===== config.mk =====
export PLATFORM = sky130hd
export DESIGN_NAME = lgms_gap_unit
export DESIGN_NICKNAME = d
export VERILOG_FILES = /design/src/sv/lgms_gap_unit.sv
export SDC_FILE = /design/constraint.sdc
export NUM_CORES = 1
export LEC_CHECK = 0
export ABC_AREA = 1
export BUFFER_PORTS_ARGS = -buffer_cell sky130_fd_sc_hd__buf_4
export CAP_MARGIN = 20
export CORE_MARGIN = 4
export CORE_UTILIZATION = 46
export DETAILED_ROUTE_END_ITERATION = 7
export GPL_TIMING_DRIVEN = 0
export PLACE_DENSITY = 0.8
export SYNTH_ARGS = -nofsm -noshare
export SYNTH_HDL_FRONTEND = slang
export SYNTH_SLANG_ARGS = --single-unit

===== constraint.sdc =====
create_clock -name vclk -period 2.05
set_input_delay 0 -clock vclk [all_inputs]
set_output_delay 0 -clock vclk [all_outputs]
set_load 0.05 [all_outputs]

===== src/sv/lgms_gap_unit.sv =====
// Shared subtract and compare unit of the seat allocator.
// Used for the gap search during the scan and for the neighbour distances
// when a seat is taken. No package dependencies.
module lgms_gap_unit #(
  parameter int W = 11
) (
  input  logic [W-1:0] lo,
  input  logic [W-1:0] hi,
  input  logic [W-1:0] thresh,
  output logic [W-1:0] diff,
  output logic [W-1:0] half,
  output logic         half_gt,
  output logic         diff_lt
);

  // Distance between the two positions and its half-length.
  assign diff    = hi - lo;
  assign half    = diff >> 1;

  // Comparisons against the threshold.
  assign half_gt = (half > thresh);
  assign diff_lt = (diff < thresh);

endmodule


==> results of run 1 <==
[cell usage in the layout (no fill, tap or decap)]
cell type and count:
nor2_1 11, ha_4 13, nand3_1 10, nand4_1 4, buf_8 3, inv_12 1, o21a_1 1, o21ai_1 1
nor2_4 2, nand2_2 17, inv_1 45, nand2_4 7, xnor2_2 1, xnor2_1 1, nor2_2 2, a21oi_2 4
buf_4 67, nor3_4 1, nand2_1 43, buf_6 1, a21oi_1 6, fa_2 1, ha_1 17, inv_2 2
clkinvlp_4 1, nand3_4 2, a21oi_4 1, o21ai_0 1, nand3_2 4, conb_1 1, xor2_4 2
[stage by stage]
stage	setup WS, ns	std cells	TNS, ns
2_1_floorplan	-0.09220	213	-0.1804
3_5_place_dp	-0.3336	299	-0.5701
5_1_grt	-0.2216	303	-0.4079
4_1_cts	-0.02000	303	-0.02000
3_3_place_gp	-0.2901	299	-0.4773
6_report	-0.05918	303	-0.09226
[layer usage]
| layer | up-vias | GRT usage |
|---|---|---|
| li1 | 774 | - |
| met1 | 691 | 0.2599 |
| met2 | 36 | 0.4274 |
| met3 | 8 | 0.004386 |
| met4 | 0 | 0.05178 |
| met5 | - | 0 |
[area by class of cell]
cell class,instances,area share
multi-input combinational,153,0.6257
timing repair buffer,60,0.2239
inverter,49,0.09401
buffer,11,0.03878
tap,30,0.01763
[power breakdown]
| part | internal (uW) | total, uW | leakage, uW | switching, uW |
|---|---|---|---|---|
| Combinational | 464 | 1190 | 0.00120 | 728 |
| Sequential | 0 | 0 | 0 | 0 |
| Clock | 0 | 0 | 0 | 0 |
| Total | 464 | 1190 | 0.00120 | 728 |
[critical path, cell delays in order]
cell	delay [ns]
buf_4	0.07
inv_1	0.05
ha_4	0.33
nand2_2	0.09
inv_1	0.12
nand2_1	0.08
nand2_1	0.07
nand2_1	0.08
nand4_1	0.11
nand2_2	0.10
ha_1	0.32
a21oi_1	0.18
o21a_1	0.16
nand2_2	0.07
nor2_4	0.13
buf_8	0.15
[worst min-delay path by stage]
stage | startpoint | to | slack [ns]
6_report | lo[0] | diff[0] | 0.41
4_1_cts | lo[0] | diff[0] | 0.41
3_5_place_dp | lo[0] | diff[0] | 0.41
2_1_floorplan | lo[0] | diff[0] | 0.29
5_1_grt | lo[0] | diff[0] | 0.42
3_3_place_gp | lo[0] | diff[0] | 0.42
[cell families after synthesis]
family / count (synthesis) / share of synthesized area
buffers and inverters: 60 / 0.2237
AOI/OAI and AO/OA: 14 / 0.06092
adders and majority gates: 31 / 0.3319
other: 1 / 0.003148
and+or+nand+nor: 103 / 0.3508
xor gates and xnor gates: 4 / 0.02942
[timing repair]
action | 4_1_cts | 5_1_grt
endpoints found under the hold margin | 0 | 0
resized for setup | 43 | 21
setup endpoints to repair | 2 | 2
pin swaps | 19 | 9
setup buffers | 4 | 0
==> flow_summary_export.csv, run 1 <==
group,metric,value,unit
run,maxCapViolations,0,
synth,synth_top_area_cell,"ha_1",
synth,synth_common_cells,"67 x nand2_1, 49 x inv_1, 30 x ha_1, 16 x nand3_1, 15 x nor2_1",
placed_design,port_buffers,56,
routing,postRouteAntennaNets,0,
floorplanning,ioPinCount,57,
routing,met3_length,148,um
finish,syn_to_final_growth,78.78,%
routing,vias_per_cell,4.980,
floorplanning,start_util,0.4808,
critical_path,crit_fanout,4,
clock_network,ctsHoldBuffers,0,
critical_path,critPathCaptureType,"output port",
grt,grt_use_total,0.2189,
grt,overflow,0,
finish,stdcell_area,2130,um^2
synth,yosysSeqAreaShare,0,
sta,finalWorstSetupSlack,-0.05918,ns
routing,drtIter0Drc,71,
synth,yosysMostFrequentCell,"nand2_1",
worst_hold_path,hold_class,"input port to output port",
floorplanning,rows,18,
synth,synth_area,1191,um^2
critical_path,required,2.05,ns
routing,dr_total_vias,1509,
power,leakagePower,0.001197,uW
synth,syn_avg_cell_area,5.592,um^2
finish,multiInputGateArea,1333,um^2
sta,rsz0062_at_grt,"yes",
outcome,status,"complete, but fails checks",
critical_path,cp-start-kind,"input port",
finish,post-route-util,0.8596,
synth,synth.distinct_cells,15,
floorplanning,dieWidth,58.89,um
critical_path,crit_start,"lo[4]",
outcome,violations,"negative setup slack",
routing,highest_layer,"met4",
sta,post-route-min-period,2.109,ns
critical_path,cp.arrival,2.11,ns
power,peakVddDrop,446.3,uV
floorplanning,die_area,3467,um^2
synth,synthTopCellsByArea,"ha_1 32%, nand2_1 21%, inv_1 15%, buf_4 6.9%, nand3_1 6.7%",
finish,diodes,0,
routing,first_pass_iters,4,
synth,syn-num-nets,277,
floorplanning,fp.dieH,58.89,um
grt,grt_max_degree,7,
synth,synth_top_cell_area_share,0.3151,
finish,drive_gt1_frac,0.4835,
routing,wl_met2,2.025,mm
sta,finalHoldViolCount,0,
critical_path,criticalPathCategory,"input port to output port",
worst_hold_path,worstHoldPathCells,4,
routing,met1Wirelength,1.531,mm
grt,grt_pass1_vias,1491,
placed_design,hpwl,2.704,mm
placed_design,place_congestion,0.8477,
routing,drc,0,
finish,numSequentialCells,0,
power,p_total,1192,uW
power,powerDensity,560.0,nW/um^2
finish,nFillCells,154,
grt,grt_pass1_wl,6.134,mm
finish,clockBufferCount,0,
finish,fin_nets,339,
sta,drv_slew,0,
floorplanning,core,2477,um^2
routing,routedWlPerCell,12.52,um
finish,seq_area,0,um^2
synth,synth_cells,213,
routing,routed_wl,3.793,mm
sta,clock.fmax,474.1,MHz
grt,antenna_found_initial,0,
critical_path,cp-endpoint,"diff_lt",
sta,fin_crit_sh,1.029,
sta,hold-worst-slack,0.4098,ns
synth,synth.yosys.warnings,0,
placed_design,post_dp_cell_area,1780,um^2
sta,setup_viol,2,
Note: power is estimated with default switching activity, not from simulation.
==> run 2: changes to the inputs <==
- CORE_UTILIZATION: 46 -> 40
- PLACE_DENSITY: 0.8 -> 0.71
==> run 2 against run 1 <==
The run still ends with negative setup slack left. Via count fell by 6.0%. Core utilization down 11 points. Sequential share of layout area did not move. Total power decreased by 3.9%. Count of clock-buffer cells in the layout unchanged. Largest power group unchanged. Hold slack got worse by 0.0061 ns.
==> flow_summary_export.csv, run 2 (synthesis results as in run 1) <==
group,metric,value,unit
outcome,status,"complete, but fails checks",
outcome,violations,"negative setup slack",
sta,hold-worst-slack,0.4037,ns
finish,numSequentialCells,0,
finish,final_common_cell,"buf_4",
power,powerDensity,544.3,nW/um^2
routing,vias_per_cell,4.637,
power,peakVddDrop,244.3,uV
finish,seq_area,0,um^2
sta,fin_crit_sh,1.035,
grt,antenna_found_initial,0,
power,p_seq_frac,0,
routing,dr_total_vias,1419,
power,p_sw_frac,0.6007,
critical_path,crit_fanout,4,
finish,drive_gt1_frac,0.4545,
power,p_total,1146,uW
power,clockPowerShare,0,
sta,clock.fmax,471.4,MHz
run,maxCapViolations,0,
sta,finalHoldViolCount,0,
power,combPwrFrac,1.000,
critical_path,crit_top_cell,"nand2_1",
clock_network,ctsHoldBuffers,0,
placed_design,post_dp_cell_area,1782,um^2
placed_design,hpwl,2.667,mm
finish,layout_common_cells,"68 x buf_4, 52 x nand2_1, 43 x inv_1",
critical_path,crit_family,"simple AND/OR/NAND/NOR gates",
finish,diodes,0,
power,power.switching,688.2,uW
routing,drtIter0Drc,45,
critical_path,cp.arrival,2.12,ns
power,p_int,457.4,uW
routing,postRouteAntennaNets,0,
finish,clockBufferCount,0,
routing,routedWlPerCell,10.97,um
floorplanning,start_util,0.4246,
grt,grt_max_degree,7,
sta,drv_slew,0,
power,leakagePower,0.001176,uW
critical_path,required,2.05,ns
floorplanning,ioPinCount,57,
placed_design,port_buffers,56,
grt,grt_use_total,0.1668,
grt,overflow,0,
sta,rsz0062_at_grt,"yes",
critical_path,critPathCaptureType,"output port",
finish,fin_nets,341,
placed_design,place_congestion,0.8252,
routing,first_pass_iters,4,
critical_path,crit_buf_inv,6,
sta,setup_viol,2,
floorplanning,fp.dieH,62.57,um
critical_path,cp_slowest_stage_delay,0.35,ns
critical_path,crit_slowest_cell,"fa_2",
floorplanning,rows,19,
worst_hold_path,hold_class,"input port to output port",
floorplanning,core,2805,um^2
grt,grt_pass1_vias,1380,
grt,grt_pass1_wl,5.706,mm
routing,routed_wl,3.358,mm
sta,post-route-min-period,2.121,ns
critical_path,cp_cell_sequence,"buf_8 > inv_12 > ha_4 > fa_2 > inv_2 > nand3_2 > nand3_4 > nand2_1 > nand2_1 > nand2_1 > nand2_4 > ha_1 > nand2_1 > inv_2 > nand2_1 > nand2_1 > nand2_1 > nand3_2 > nand2_2 > clkinvlp_4 > buf_8",
sta,finalWorstSetupSlack,-0.07137,ns
floorplanning,dieWidth,62.57,um
critical_path,cp-start-kind,"input port",
finish,syn_to_final_growth,76.68,%
routing,drc,0,
critical_path,criticalPathCategory,"input port to output port",
finish,stdcell_area,2105,um^2
floorplanning,die_area,3915,um^2
==> run 2: changes by cell type in the layout (fill, tap and decap cells not counted), moves of 2 or more <==
cell / before / now
nand2_1: 43 / 52
nand2_4: 7 / 4
inv_1: 45 / 43
a21oi_2: 4 / 2
nor2_1: 11 / 13
inv_2: 2 / 4
nand2_2: 17 / 11
==> run 2: what timing repair did <==
item	4_1_cts	5_1_grt
pin swaps	11	2
setup endpoints to repair	2	2
gates resized for setup	34	15
gates cloned	0	0
buffers inserted	5	1
==> run 2: area by class of cell <==
type	count	area, um^2
buffer	11	82.58
multi-input combinational	153	1287
timing repair buffer	62	495.5
inverter	49	200.2
fill	218	700.7
tap	31	38.79
==> run 2: path summary, 6_finish.rpt <==
kind | cells after the start | slack, ns | from | endpoint
worst min-delay path | 4 | 0.40 | lo[0] | diff[0]
worst max-delay path | 21 | -0.07 | hi[0] | half_gt
==> run 2: worst min-delay path: stages <==
cell	delay [ns]
buf_6	0.07
ha_4	0.12
inv_1	0.03
buf_4	0.17
==> run 2: metrics by stage <==
| stage | std cells | TNS (ns) | setup slack, ns | util |
|---|---|---|---|---|
| after floorplan | 213 | -0.1804 | -0.09220 | - |
| after global placement | 300 | -0.5014 | -0.3041 | 0.6351 |
| after detailed placement | 300 | -0.5793 | -0.3407 | 0.6351 |
| after CTS | 305 | -0.06037 | -0.03467 | 0.7154 |
| after global routing | 306 | -0.3249 | -0.1868 | 0.7502 |
| final | 306 | -0.09954 | -0.07137 | 0.7502 |
==> run 2: power groups by stage <==
stage                     Clock (uW)  Combinational (uW)  Sequential (uW)
after CTS                          0                1090                0
after global placement             0                 980                0
after global routing               0                1250                0
final                              0                1150                0
after floorplan                    0                 731                0
after detailed placement           0                 989                0
==> run 2: metal layers <==
layer	up-vias	GRT usage	wire, um
li1	778	-	-
met1	607	0.2092	1448
met2	32	0.3169	1741
met3	2	0.01079	139
met4	0	0.01928	28
met5	-	0	0
==> run 3: changes to the inputs <==
- ABC_AREA: 1 -> 0
- PLACE_DENSITY: 0.71 -> 0.73
- SLEW_MARGIN: default -> 20
==> run 3 against run 2 <==
The flow still finishes with violations (negative setup slack). Combinational power is 16% higher. Synthesized cell count is 35% lower. First-iteration DRC count is 29% lower. Highest routed layer unchanged.
==> flow_summary_export.csv, run 3 <==
group,metric,value,unit
critical_path,critPathCaptureType,"output port",
grt,grt_pass1_vias,1244,
power,p_seq_frac,0,
placed_design,place_congestion,0.7985,
sta,hold-worst-slack,0.2894,ns
sta,clock.fmax,388.0,MHz
floorplanning,rows,18,
grt,grt_use_total,0.1791,
run,maxCapViolations,0,
floorplanning,core,2500,um^2
power,power.switching,764.7,uW
floorplanning,ioPinCount,57,
sta,fin_crit_sh,1.257,
power,p_int,569.9,uW
power,p_total,1335,uW
placed_design,port_buffers,56,
worst_hold_path,hp-start,"thresh[10]",
routing,met3_length,138,um
grt,antenna_found_initial,0,
sta,setup_viol,2,
finish,numSequentialCells,0,
critical_path,cp-start-kind,"input port",
finish,nFillCells,162,
floorplanning,start_util,0.4194,
clock_network,ctsHoldBuffers,0,
routing,wl_met2,1.888,mm
power,p_sw_frac,0.5730,
critical_path,required,2.05,ns
floorplanning,die_area,3505,um^2
sta,finalWorstSetupSlack,-0.5272,ns
critical_path,crit_fanout,3,
finish,clockBufferCount,0,
outcome,violations,"negative setup slack",
finish,post-route-util,0.7908,
critical_path,crit_start,"hi[0]",
grt,grt_max_degree,8,
critical_path,cp.arrival,2.58,ns
synth,syn-num-nets,202,
finish,multiInputGateArea,1205,um^2
finish,fin_nets,274,
floorplanning,dieWidth,59.20,um
finish,layout_common_cells,"75 x buf_4, 21 x inv_1, 17 x ha_1",
routing,routed_wl,3.289,mm
synth,synth_common_cells,"30 x ha_1, 24 x inv_1, 11 x buf_4, 7 x nor2_1",
synth,synth.distinct_cells,34,
finish,final_common_cell,"buf_4",
synth,synth_top_cell_area_share,0.3580,
synth,synth_cells,138,
sta,rsz0062_at_grt,"yes",
routing,drtIter0Drc,32,
grt,grt_pass1_wl,5.140,mm
routing,postRouteAntennaNets,0,
finish,diodes,0,
routing,dr_total_vias,1236,
power,powerDensity,675.1,nW/um^2
finish,drive_gt1_frac,0.5962,
synth,yosysSeqAreaShare,0,
grt,overflow,0,
finish,syn_to_final_growth,88.54,%
power,combPwrFrac,1.000,
synth,yosysMostFrequentCell,"ha_1",
synth,synthTopCellsByArea,"ha_1 36%, inv_1 8.6%, buf_4 7.9%, a21o_1 4.3%, xnor2_1 4.2%",
sta,post-route-min-period,2.577,ns
critical_path,criticalPathCategory,"input port to output port",
synth,syn_avg_cell_area,7.598,um^2
routing,drc,0,
power,peakVddDrop,519.9,uV
routing,vias_per_cell,5.193,
routing,routedWlPerCell,13.82,um
synth,synth_area,1049,um^2
power,clockPowerShare,0,
placed_design,hpwl,2.532,mm
floorplanning,fp.dieH,59.20,um
routing,highest_layer,"met4",
routing,met1Wirelength,1.229,mm
synth,synth_top_area_cell,"ha_1",
finish,seq_area,0,um^2
synth,synth.yosys.warnings,0,
sta,drv_slew,0,
power,leakagePower,0.001007,uW
worst_hold_path,hold_class,"input port to output port",
outcome,status,"complete, but fails checks",
sta,finalHoldViolCount,0,
routing,first_pass_iters,4,
-- run 3: worst max-delay path, stage by stage --
cell	delay [ns]
buf_8	0.08
inv_8	0.03
ha_4	0.15
fa_2	0.36
nor2b_4	0.13
o2111ai_2	0.12
and3b_4	0.23
a21oi_4	0.19
xor2_4	0.21
buf_4	0.16
ha_4	0.20
a21o_1	0.15
a211o_1	0.29
o22ai_4	0.11
buf_6	0.18
-- run 3: routing by layer --
metal,GRT usage,vias to the layer above
li1,-,611
met4,0,0
met2,0.3619,32
met1,0.2194,589
met5,0,-
met3,0.002179,4
-- run 3: what timing repair did --
| item | CTS | global route |
|---|---|---|
| pin swaps | 19 | 22 |
| cloned | 0 | 0 |
| resized for setup | 19 | 16 |
| endpoints found under the setup margin | 2 | 2 |
| setup buffers | 6 | 8 |
-- run 3: path summary, 6_finish.rpt --
kind / cells past startpoint / end / slack (ns)
setup / recovery: 15 / diff_lt / -0.53
hold / removal: 3 / half_gt / 0.29
-- run 3: final cells by class --
| class | count | area share |
|---|---|---|
| Multi-Input combinational cell | 103 | 0.6095 |
| Timing Repair Buffer | 70 | 0.2791 |
| Inverter | 24 | 0.05063 |
| Buffer | 11 | 0.04177 |
| Tap cell | 30 | 0.01899 |
-- run 3: power groups by stage --
| stage | clock [uW] | combinational [uW] | sequential [uW] |
|---|---|---|---|
| after floorplan | 0 | 882 | 0 |
| after global placement | 0 | 1160 | 0 |
| after detailed placement | 0 | 1180 | 0 |
| after CTS | 0 | 1240 | 0 |
| after global routing | 0 | 1430 | 0 |
| final | 0 | 1330 | 0 |
-- run 3: cells by family after synthesis --
logic type / Yosys count / share of synthesized area
adder cells (fa/ha/maj): 31 / 0.3771
XOR/XNOR: 9 / 0.07517
AO/OA/AOI/OAI: 33 / 0.2268
other: 1 / 0.003577
AND/OR/NAND/NOR: 29 / 0.1527
buffers and inverters: 35 / 0.1647
-- run 3: stage by stage --
stage	std cells	cell area (um^2)	worst slack (ns)	TNS (ns)
2_1_floorplan	138	1242	-0.7999	-1.390
3_3_place_gp	224	1700	-0.6891	-1.234
3_5_place_dp	224	1700	-0.7177	-1.284
4_1_cts	230	1836	-0.5829	-1.150
5_1_grt	238	1977	-0.6629	-1.356
6_report	238	1977	-0.5272	-1.033
